**src/sv/psh_pkg.sv**
```systemverilog
// shared types and constants for the positional string hash
package psh_pkg;

    localparam int unsigned HASH_W    = 32;
    localparam int unsigned BYTE_W    = 8;
    localparam int unsigned CFG_IDX_W = 8;

    localparam logic [HASH_W-1:0] HASH_FACTOR = 32'd6293815;
    localparam logic [HASH_W-1:0] POS_START   = 32'd1;

    localparam logic [CFG_IDX_W-1:0] CFG_SKIP_BLANKS = 8'd0;
    localparam logic [CFG_IDX_W-1:0] CFG_FOLD_UPPER  = 8'd1;

    localparam logic [BYTE_W-1:0] CASE_OFFSET = 8'h20;

    // classified character as it travels from front to back
    typedef struct packed {
        logic [BYTE_W-1:0] char_byte;
        logic              keep;
        logic              last;
    } t_item;

    typedef struct packed {
        logic not_empty;
        logic full;
    } t_queue_status;

endpackage

```
**src/sv/psh_front.sv**
```systemverilog
// front end: accepts characters, marks blanks for dropping and folds case
module psh_front (
    input  logic                 i_clk,
    input  logic                 i_rst_n,
    input  logic                 i_cfg_valid,
    output logic                 o_cfg_ready,
    input  logic [7:0]           i_cfg_index,
    input  logic                 i_cfg_data,
    input  logic                 i_valid,
    output logic                 o_ready,
    input  logic [7:0]           i_char_byte,
    input  logic                 i_end_of_string,
    input  psh_pkg::t_queue_status i_qstat,
    output logic                 o_push,
    output psh_pkg::t_item       o_item
);
    import psh_pkg::*;

    logic r_skip_blanks;
    logic r_fold_upper;
    logic is_blank;
    logic is_lower;

    assign o_cfg_ready = 1'b1;

    always_ff @(posedge i_clk) begin
        if (!i_rst_n) begin
            r_skip_blanks <= 1'b0;
            r_fold_upper  <= 1'b0;
        end else if (i_cfg_valid) begin
            case (i_cfg_index)
                CFG_SKIP_BLANKS: r_skip_blanks <= i_cfg_data;
                CFG_FOLD_UPPER:  r_fold_upper  <= i_cfg_data;
                default: ;
            endcase
        end
    end

    always_comb begin
        is_blank = (i_char_byte == 8'h20) || (i_char_byte inside {[8'h09:8'h0D]});
        is_lower = i_char_byte inside {[8'h61:8'h7A]};
    end

    assign o_ready = !i_qstat.full;
    assign o_push  = i_valid && o_ready;

    always_comb begin
        o_item.keep      = !(r_skip_blanks && is_blank);
        o_item.last      = i_end_of_string;
        o_item.char_byte = (r_fold_upper && is_lower) ? (i_char_byte - CASE_OFFSET)
                                                      : i_char_byte;
    end

endmodule

```
**src/sv/psh_queue.sv**
```systemverilog
// two-entry queue between front end and hash engine
module psh_queue (
    input  logic                   i_clk,
    input  logic                   i_rst_n,
    input  logic                   i_push,
    input  psh_pkg::t_item         i_item,
    input  logic                   i_pop,
    output psh_pkg::t_item         o_head,
    output psh_pkg::t_queue_status o_qstat
);
    import psh_pkg::*;

    t_item      r_mem [2];
    logic       r_wr_ptr;
    logic       r_rd_ptr;
    logic [1:0] r_count;

    always_ff @(posedge i_clk) begin
        if (i_push) begin
            r_mem[r_wr_ptr] <= i_item;
        end
    end

    always_ff @(posedge i_clk) begin
        if (!i_rst_n) begin
            r_wr_ptr <= 1'b0;
            r_rd_ptr <= 1'b0;
            r_count  <= 2'd0;
        end else begin
            if (i_push) begin
                r_wr_ptr <= !r_wr_ptr;
            end
            if (i_pop) begin
                r_rd_ptr <= !r_rd_ptr;
            end
            case ({i_push, i_pop})
                2'b10:   r_count <= r_count + 2'd1;
                2'b01:   r_count <= r_count - 2'd1;
                default: r_count <= r_count;
            endcase
        end
    end

    assign o_head            = r_mem[r_rd_ptr];
    assign o_qstat.not_empty = (r_count != 2'd0);
    assign o_qstat.full      = (r_count == 2'd2);

endmodule

```
**src/sv/psh_back.sv**
```systemverilog
// hash engine: two-step multiply-accumulate and result register
module psh_back (
    input  logic                   i_clk,
    input  logic                   i_rst_n,
    input  psh_pkg::t_item         i_head,
    input  psh_pkg::t_queue_status i_qstat,
    output logic                   o_pop,
    output logic                   o_valid,
    input  logic                   i_ready,
    output logic [31:0]            o_hash_value
);
    import psh_pkg::*;

    typedef enum logic [1:0] {
        ST_IDLE = 2'b01,
        ST_MUL  = 2'b10
    } t_state;

    t_state            r_state;
    logic [HASH_W-1:0] r_sum;
    logic [HASH_W-1:0] r_mult;
    logic [HASH_W-1:0] r_pos;
    logic [HASH_W-1:0] r_prod;
    logic [BYTE_W-1:0] r_byte;
    logic              r_last;
    logic              r_out_valid;
    logic [HASH_W-1:0] r_out;

    logic              out_free;
    logic              emit_drop;
    logic              emit_mul;
    logic [HASH_W-1:0] sum_new;

    assign out_free = !r_out_valid || i_ready;
    assign sum_new  = r_sum + r_prod * {{(HASH_W-BYTE_W){1'b0}}, r_byte};

    always_comb begin
        o_pop     = 1'b0;
        emit_drop = 1'b0;
        emit_mul  = 1'b0;
        case (r_state)
            ST_IDLE: begin
                if (i_qstat.not_empty) begin
                    // a dropped final blank still ends the string
                    if (!i_head.keep && i_head.last) begin
                        o_pop     = out_free;
                        emit_drop = out_free;
                    end else begin
                        o_pop = 1'b1;
                    end
                end
            end
            ST_MUL: begin
                emit_mul = r_last && out_free;
            end
            default: ;
        endcase
    end

    always_ff @(posedge i_clk) begin
        if (!i_rst_n) begin
            r_state     <= ST_IDLE;
            r_sum       <= '0;
            r_mult      <= HASH_FACTOR;
            r_pos       <= POS_START;
            r_out_valid <= 1'b0;
        end else begin
            if (emit_drop || emit_mul) begin
                r_out_valid <= 1'b1;
            end else if (i_ready) begin
                r_out_valid <= 1'b0;
            end
            case (r_state)
                ST_IDLE: begin
                    if (emit_drop) begin
                        r_sum  <= '0;
                        r_mult <= HASH_FACTOR;
                        r_pos  <= POS_START;
                    end else if (o_pop && i_head.keep) begin
                        r_mult  <= r_mult * HASH_FACTOR;
                        r_pos   <= r_pos + 32'd1;
                        r_state <= ST_MUL;
                    end
                end
                ST_MUL: begin
                    if (!r_last) begin
                        r_sum   <= sum_new;
                        r_state <= ST_IDLE;
                    end else if (emit_mul) begin
                        r_sum   <= '0;
                        r_mult  <= HASH_FACTOR;
                        r_pos   <= POS_START;
                        r_state <= ST_IDLE;
                    end
                end
                default: r_state <= ST_IDLE;
            endcase
        end
    end

    // datapath registers, no reset needed
    always_ff @(posedge i_clk) begin
        if (r_state == ST_IDLE && o_pop) begin
            r_prod <= r_mult * r_pos;
            r_byte <= i_head.char_byte;
            r_last <= i_head.last;
        end
        if (emit_drop) begin
            r_out <= r_sum;
        end else if (emit_mul) begin
            r_out <= sum_new;
        end
    end

    assign o_valid      = r_out_valid;
    assign o_hash_value = r_out;

endmodule

```
**src/sv/positional_string_hash.sv**
```systemverilog
// Positional string hash, top level. Characters arrive one per transaction
// on the input channel and are classified by the front end (blank dropping
// and upper-case folding, both set through the configuration channel, index
// 0 and 1) into a two-entry queue. For each counted character the hash engine
// first registers the product multiplier*index and then multiplies it by the
// byte and adds it to the sum, and only then takes the next character from
// the queue; a dropped blank is popped without a multiply. The input accepts
// one character per cycle while the queue has room. A string's hash is
// registered on the output channel when its final character is processed and
// waits in an output register while the next string is already being hashed.
module positional_string_hash (
    input  logic        i_clk,
    input  logic        i_rst_n,
    input  logic        i_cfg_valid,
    output logic        o_cfg_ready,
    input  logic [7:0]  i_cfg_index,
    input  logic        i_cfg_data,
    input  logic        i_valid,
    output logic        o_ready,
    input  logic [7:0]  i_char_byte,
    input  logic        i_end_of_string,
    output logic        o_valid,
    input  logic        i_ready,
    output logic [31:0] o_hash_value
);
    import psh_pkg::*;

    t_item         push_item;
    t_item         head_item;
    t_queue_status qstat;
    logic          push;
    logic          pop;

    psh_front u_front (
        .i_clk           (i_clk),
        .i_rst_n         (i_rst_n),
        .i_cfg_valid     (i_cfg_valid),
        .o_cfg_ready     (o_cfg_ready),
        .i_cfg_index     (i_cfg_index),
        .i_cfg_data      (i_cfg_data),
        .i_valid         (i_valid),
        .o_ready         (o_ready),
        .i_char_byte     (i_char_byte),
        .i_end_of_string (i_end_of_string),
        .i_qstat         (qstat),
        .o_push          (push),
        .o_item          (push_item)
    );

    psh_queue u_queue (
        .i_clk   (i_clk),
        .i_rst_n (i_rst_n),
        .i_push  (push),
        .i_item  (push_item),
        .i_pop   (pop),
        .o_head  (head_item),
        .o_qstat (qstat)
    );

    psh_back u_back (
        .i_clk        (i_clk),
        .i_rst_n      (i_rst_n),
        .i_head       (head_item),
        .i_qstat      (qstat),
        .o_pop        (pop),
        .o_valid      (o_valid),
        .i_ready      (i_ready),
        .o_hash_value (o_hash_value)
    );

endmodule
```
**config.mk**
```make
export PLATFORM = sky130hd
export DESIGN_NAME = positional_string_hash
export DESIGN_NICKNAME = d
export VERILOG_FILES = /design/src/sv/psh_pkg.sv /design/src/sv/psh_front.sv /design/src/sv/psh_queue.sv /design/src/sv/psh_back.sv /design/src/sv/positional_string_hash.sv
export SDC_FILE = /design/constraint.sdc
export NUM_CORES = 2
export LEC_CHECK = 0
export BUFFER_PORTS_ARGS = -buffer_cell sky130_fd_sc_hd__buf_2
export CAP_MARGIN = 20
export CORE_ASPECT_RATIO = 1.1
export CORE_MARGIN = 8
export CORE_UTILIZATION = 60
export DETAILED_ROUTE_END_ITERATION = 10
export PLACE_DENSITY_LB_ADDON = 0.2
export SYNTH_ARGS = -nofsm -noshare
export SYNTH_HDL_FRONTEND = slang
export SYNTH_HIERARCHICAL = 1
export SYNTH_SLANG_ARGS = --single-unit
```
**constraint.sdc**
```tcl
create_clock -name i_clk -period 7.3 [get_ports i_clk]
set_clock_uncertainty 0.2 [all_clocks]
set_input_delay 0.73 -clock i_clk [delete_from_list [all_inputs] [get_ports i_clk]]
set_output_delay 0.73 -clock i_clk [all_outputs]
set_load 0.005 [all_outputs]
```
* Word level (Yosys, flattened, before mapping)
Memories as Yosys holds them, arrays and structs flattened. A register that Yosys moved wholly into a read port is not among the register bits.
Index checks and enable logic that the tools add are counted.
** Word-level totals
- Output and inout port bits :: 35
- Register bits after elaboration :: 178
- Memories kept :: 1
- Logic and storage cells :: 106
- Bits in writable memories :: 20
- Bits of input ports :: 23
** Memories
- u_queue.r_mem :: depth 2, bits a word 10, rd ports 1, clocked after Yosys merged registers in 1, write ports 1, line psh_queue.sv:13 : t_item r_mem [2];
** Cells by class
- Reduce and logical (&&, ||, !) cells :: 29
- Equality and inequality tests :: 14
- Add/sub/neg operators :: 5
- $lt $le $gt $ge :: 4
- Muxes and demuxes :: 36
- $mul :: 3
** Operators by type and width (number)
- $mux 32 :: 13
- $pmux 32 s2 :: 3
- $add 32x1->32 const B :: 1
- $add 32x32->32 :: 1
- $mul 32x23->32 const B :: 1
- $mul 32x32->32 :: 1
- $mul 32x8->32 :: 1
- $mux 1 :: 13
- $reduce_bool 2->1 :: 5
- $logic_and 1x1->1 :: 9
- $eq 8x1->1 const B :: 1
- $eq 8x6->1 const B :: 1
- $ge 8x4->1 const B :: 1
- $ge 8x7->1 const B :: 1
- $le 8x4->1 const B :: 1
- $le 8x7->1 const B :: 1
- $logic_not 8->1 :: 1
- $mux 2 :: 4
- $mux 8 :: 1
- $ne 2x1->1 const B :: 4
- $pmux 2 s2 :: 2
- $sub 8x6->8 const B :: 1
- $eq 2x2->1 const B :: 3
- $logic_not 1->1 :: 6
- other kinds (10) :: 15

* Longest topological paths before layout
- Depth after elaboration :: 9
- Mapped depth :: 27
- Mapped depth without buffers :: 25

* Modules after synthesis
The synthesis kept the hierarchy.
** By module, submodules not included
- psh_back :: area an instance 36048.3 um^2, instances 1, cells each 3827
- psh_queue :: area an instance 937.1 um^2, instances 1, cells each 53
- psh_front :: area an instance 315.3 um^2, instances 1, cells each 44

* Worst setup path after synthesis
OpenSTA, ideal clock, no wires.
- Kind :: flip-flop to flip-flop
- From :: reg u_back.r_pos[7]
- To :: reg u_back.r_prod[30], data pin
- Setup time :: 0.258 ns
- Path slack :: -0.022 ns
- Cell stages (with the launch flop) :: 28
- Period minus slack after synthesis :: 7.322 ns
- Arrival :: 6.864 ns
- Data required time :: 6.842 ns
- Cell sequence :: dfxtp_1 buf_2 inv_1 clkbuf_1 buf_1 nor2_1 fa_1 fa_1 fa_1 inv_1 fa_1 inv_1 fa_1 inv_1 fa_1 inv_1 fa_1 fa_1 ha_1 inv_1 o21bai_1 a21oi_1 o21ai_0 a211oi_1 a21oi_1 a211o_1 a21oi_1 xnor2_1
** Between the ends
- Word-level cells in the longest chain between the ends :: 1
** RTL lines
- start, declared :: line psh_back.sv:22 : logic [HASH_W-1:0] r_pos;
- start signal, assigned :: line psh_back.sv:81 : r_pos <= r_pos + 32'd1;
- $mul 32x32->32 :: line psh_back.sv:104 : r_prod <= r_mult * r_pos;
- end signal, assigned :: line psh_back.sv:104
- end, declared :: line psh_back.sv:23 : logic [HASH_W-1:0] r_prod;
No other way between the ends.
A chain may end at the register's enable or synchronous reset.

* Worst setup path after layout
- From :: reg u_back.r_pos[3]
- To :: reg u_back.r_prod[31], data pin
Same word-level chain as after synthesis.

==> run_results.csv <==
group,metric,value,unit
status,status,"complete, no violations",
placed_design,port_buffers,56,
timing,hold_viol,0,
cts,clk_pin_slew,80,ps
global_route,grt_pass1_wl,153000,µm
cts,cts-buffers-inserted,17,
min_path,holdPathStages,1,
final_layout,mostFrequentLayoutCell,"inv_1",
placed_design,hpwl,78400,µm
placed_design,globalplace.congestion,0.911,
logic_synthesis,async_flop_share,0,%
cts,clock_path_buffers,2,
min_path,hold_end,"u_queue/r_mem[0][0]",
global_route,grt.total_usage,27.9,%
final_layout,area_growth,6.52,%
setup_path,crit_required,7360,ps
detailed_routing,drt_wl_total,93300,µm
global_route,grt_start_max_net_pins,44,
cts,root_buffer,"clkbuf_16",
final_layout,ff_latch_area,4920,µm²
floorplanning,dieArea,70400,µm²
setup_path,regToRegEndpoint,"u_back/r_prod[31]",
logic_synthesis,ys_seq_area_share,13.2,%
global_route,overflow,0,
detailed_routing,postRouteAntennaNets,0,
final_layout,final_cells,4822,
timing,fmax,0.142,GHz
floorplanning,die_h,278,µm
final_layout,antenna_cells_inserted,0,
detailed_routing,routedWlPerCell,19.4,µm
cts,cts.sinks,199,
global_route,grt_pass1_vias,28500,
floorplanning,initial_utilization,60.2,%
logic_synthesis,ys.flop_type,"dfxtp_1",
timing,worst_slack,246,ps
placed_design,dp_cells,4788,
logic_synthesis,yosys_warnings,6,
logic_synthesis,syn_nets,5025,
final_layout,multi_input_area,28500,µm²
setup_path,r2r-start,"u_back/r_pos[3]",
logic_synthesis,yosys.area.top_type_share,39.0,%
setup_path,r2r_setup_slack,250,ps
setup_path,ff2ff_path_depth,22,
timing,post-route-min-period,7050,ps
timing,rsz0062_at_grt,"false",
detailed_routing,dr.pass1.iters,7,
flow_run,drv_cap,0,
logic_synthesis,synth-seq-cells,199,
timing,tightest_slew,1210,ps
logic_synthesis,synth_edf_count,93,
detailed_routing,drt_iter0_drc,1567,
final_layout,drive_above_1_share,7.19,%
detailed_routing,drc,0,
logic_synthesis,syn_avg_cell_area,9.51,µm²
setup_path,critPathLaunchType,"flop",
timing,tns,0,ps
final_layout,final_cell_mix,"inv_1 (885), fa_1 (727), nand2_1 (411), and2_1 (385), ha_1 (351)",
floorplanning,io_pins,58,
logic_synthesis,syn_inst,3924,
detailed_routing,vias,26200,
logic_synthesis,synth_top_cell_by_area,"fa_1",
min_path,min-delay-start,"i_end_of_string",
logic_synthesis,yosys-top-cells-area,"fa_1 (39%), ha_1 (12%), inv_1 (8.9%), edfxtp_1 (7.5%), and2_1 (6.5%)",
floorplanning,die_x,254,µm
floorplanning,rows,96,
min_path,hold_path_class,"input port to flop",
final_layout,num-nets-final,5077,
global_route,antenna_found_initial,0,
logic_synthesis,yosysUniqueCellTypes,80,
timing,finalMaxSlewViolations,0,
final_layout,nFillCells,5182,
detailed_routing,vias_per_cell,5.43,
setup_path,worstSetupPathType,"flop to flop",
logic_synthesis,mappedNetlistArea,37300,µm²
cts,tritoncts,"built",
floorplanning,core_area,62000,µm²
timing,relSlewSlack,18.7,%
timing,fin_crit_sh,96.6,%
timing,setup_violations,0,
placed_design,pre_cts_ws,156,ps
cts,htree_levels,4,
setup_path,critPathMaxFanout,16,
setup_path,cp.arrival,7120,ps
setup_path,critPathCaptureType,"flop",
cts,insertion_delay,530,ps
cts,cts.hold.buffers_added,0,
## critical path, stage by stage (launching register included)
cell and delay [ps]:
dfxtp_1 450, buf_6 210, buf_4 190, nand2_1 80
fa_1 510, inv_1 60, fa_1 480, inv_1 50
fa_1 470, fa_1 570, inv_1 60, fa_1 480
fa_1 570, fa_1 450, fa_1 460, ha_1 340
a21o_1 190, a21oi_1 200, a21oi_1 80, or2_2 270
o21ai_1 140, o21ai_0 150, xnor2_1 130
## sequential cells by signal (all words and copies together) (netlist names), named ones only
register / cells
u_back/r_sum: 32
u_queue/r_rd_ptr: 1
u_queue/r_count: 2
u_back/r_pos: 32
u_front/r_skip_blanks: 1
u_back/r_prod: 32
u_back/o_valid: 1
u_back/r_byte: 8
u_front/r_fold_upper: 1
u_queue/r_wr_ptr: 1
u_back/r_mult: 32
u_back/o_hash_value: 32
u_back/r_state: 2
u_back/r_last: 1
u_queue/r_mem: 20
## worst max-delay path by stage
| stage | start | slack (ps) | to |
|---|---|---|---|
| after global placement | u_back/r_pos[3] | 320 | u_back/r_prod[31] |
| after detailed placement | u_back/r_mult[5] | 160 | u_back/r_prod[30] |
| final | u_back/r_pos[3] | 250 | u_back/r_prod[31] |
| after CTS | u_back/r_mult[5] | 150 | u_back/r_prod[30] |
| after global routing | u_back/r_mult[17] | 10 | u_back/r_prod[30] |
| after floorplan | u_back/r_pos[7] | 80 | u_back/r_prod[30] |
## synth_stat cells, drive strengths merged (5+ instances only)
cell	n
o21bai	17
nand2b	11
or3	5
o21a	23
and2	385
clkbuf	145
buf	11
or2	6
o31a	5
a22oi	29
xor2	53
a22o	10
dfxtp	106
nand3	27
o211ai	8
inv	886
nand4	10
a21o	33
nand2	411
nor3	13
fa	727
o22ai	14
xnor2	145
nor2b	6
o41ai	5
o21ai	48
a21oi	71
nor2	154
mux2	37
a31oi	6
edfxtp	93
and3	10
a211oi	6
ha	351
## timing repair
item                                    in CTS  in global routing
setup buffers                                0                  2
endpoints found under the setup margin       0                  6
endpoints found under the hold margin        0                  0
resized for setup                            0                  7
## cell type report
| type | instances | share of cell area [%] |
|---|---|---|
| inverter | 887 | 8.39 |
| timing repair buffer | 189 | 3.30 |
| clock buffer | 17 | 1.07 |
| clock inverter | 15 | 0.564 |
| sequential | 199 | 12.4 |
| multi-input combinational | 2682 | 71.7 |
| tap | 833 | 2.62 |
## kinds of logic after synthesis
logic type,after synthesis,synth area share (%)
xor+xnor,198,4.65
compound gates,312,5.77
mux,39,1.17
fa+ha+maj,1078,50.8
flops,199,13.2
buf+inv,1043,10.6
simple gates,1054,13.9
other cells,1,0.0101
## per-layer routing
metal  share of wire (%)  routed length, µm  global-route usage [%]
met1                  40              37500                    34.8
met5                   0                  0                       0
met2                  50              46500                    48.2
met4                 5.1               4790                    12.4
met3                 4.8               4470                    3.64
## stage by stage
stage	hold WS, ps	util (%)	cell area (µm²)
3_3_place_gp	274	63.0	39100
5_1_grt	193	64.1	39700
6_report	221	64.1	39700
3_5_place_dp	276	63.0	39100
2_1_floorplan	235	-	37300
4_1_cts	187	64.1	39700
Power is not shown: default switching activity piles up to over one toggle a cycle in this logic, so the estimate is an artifact.
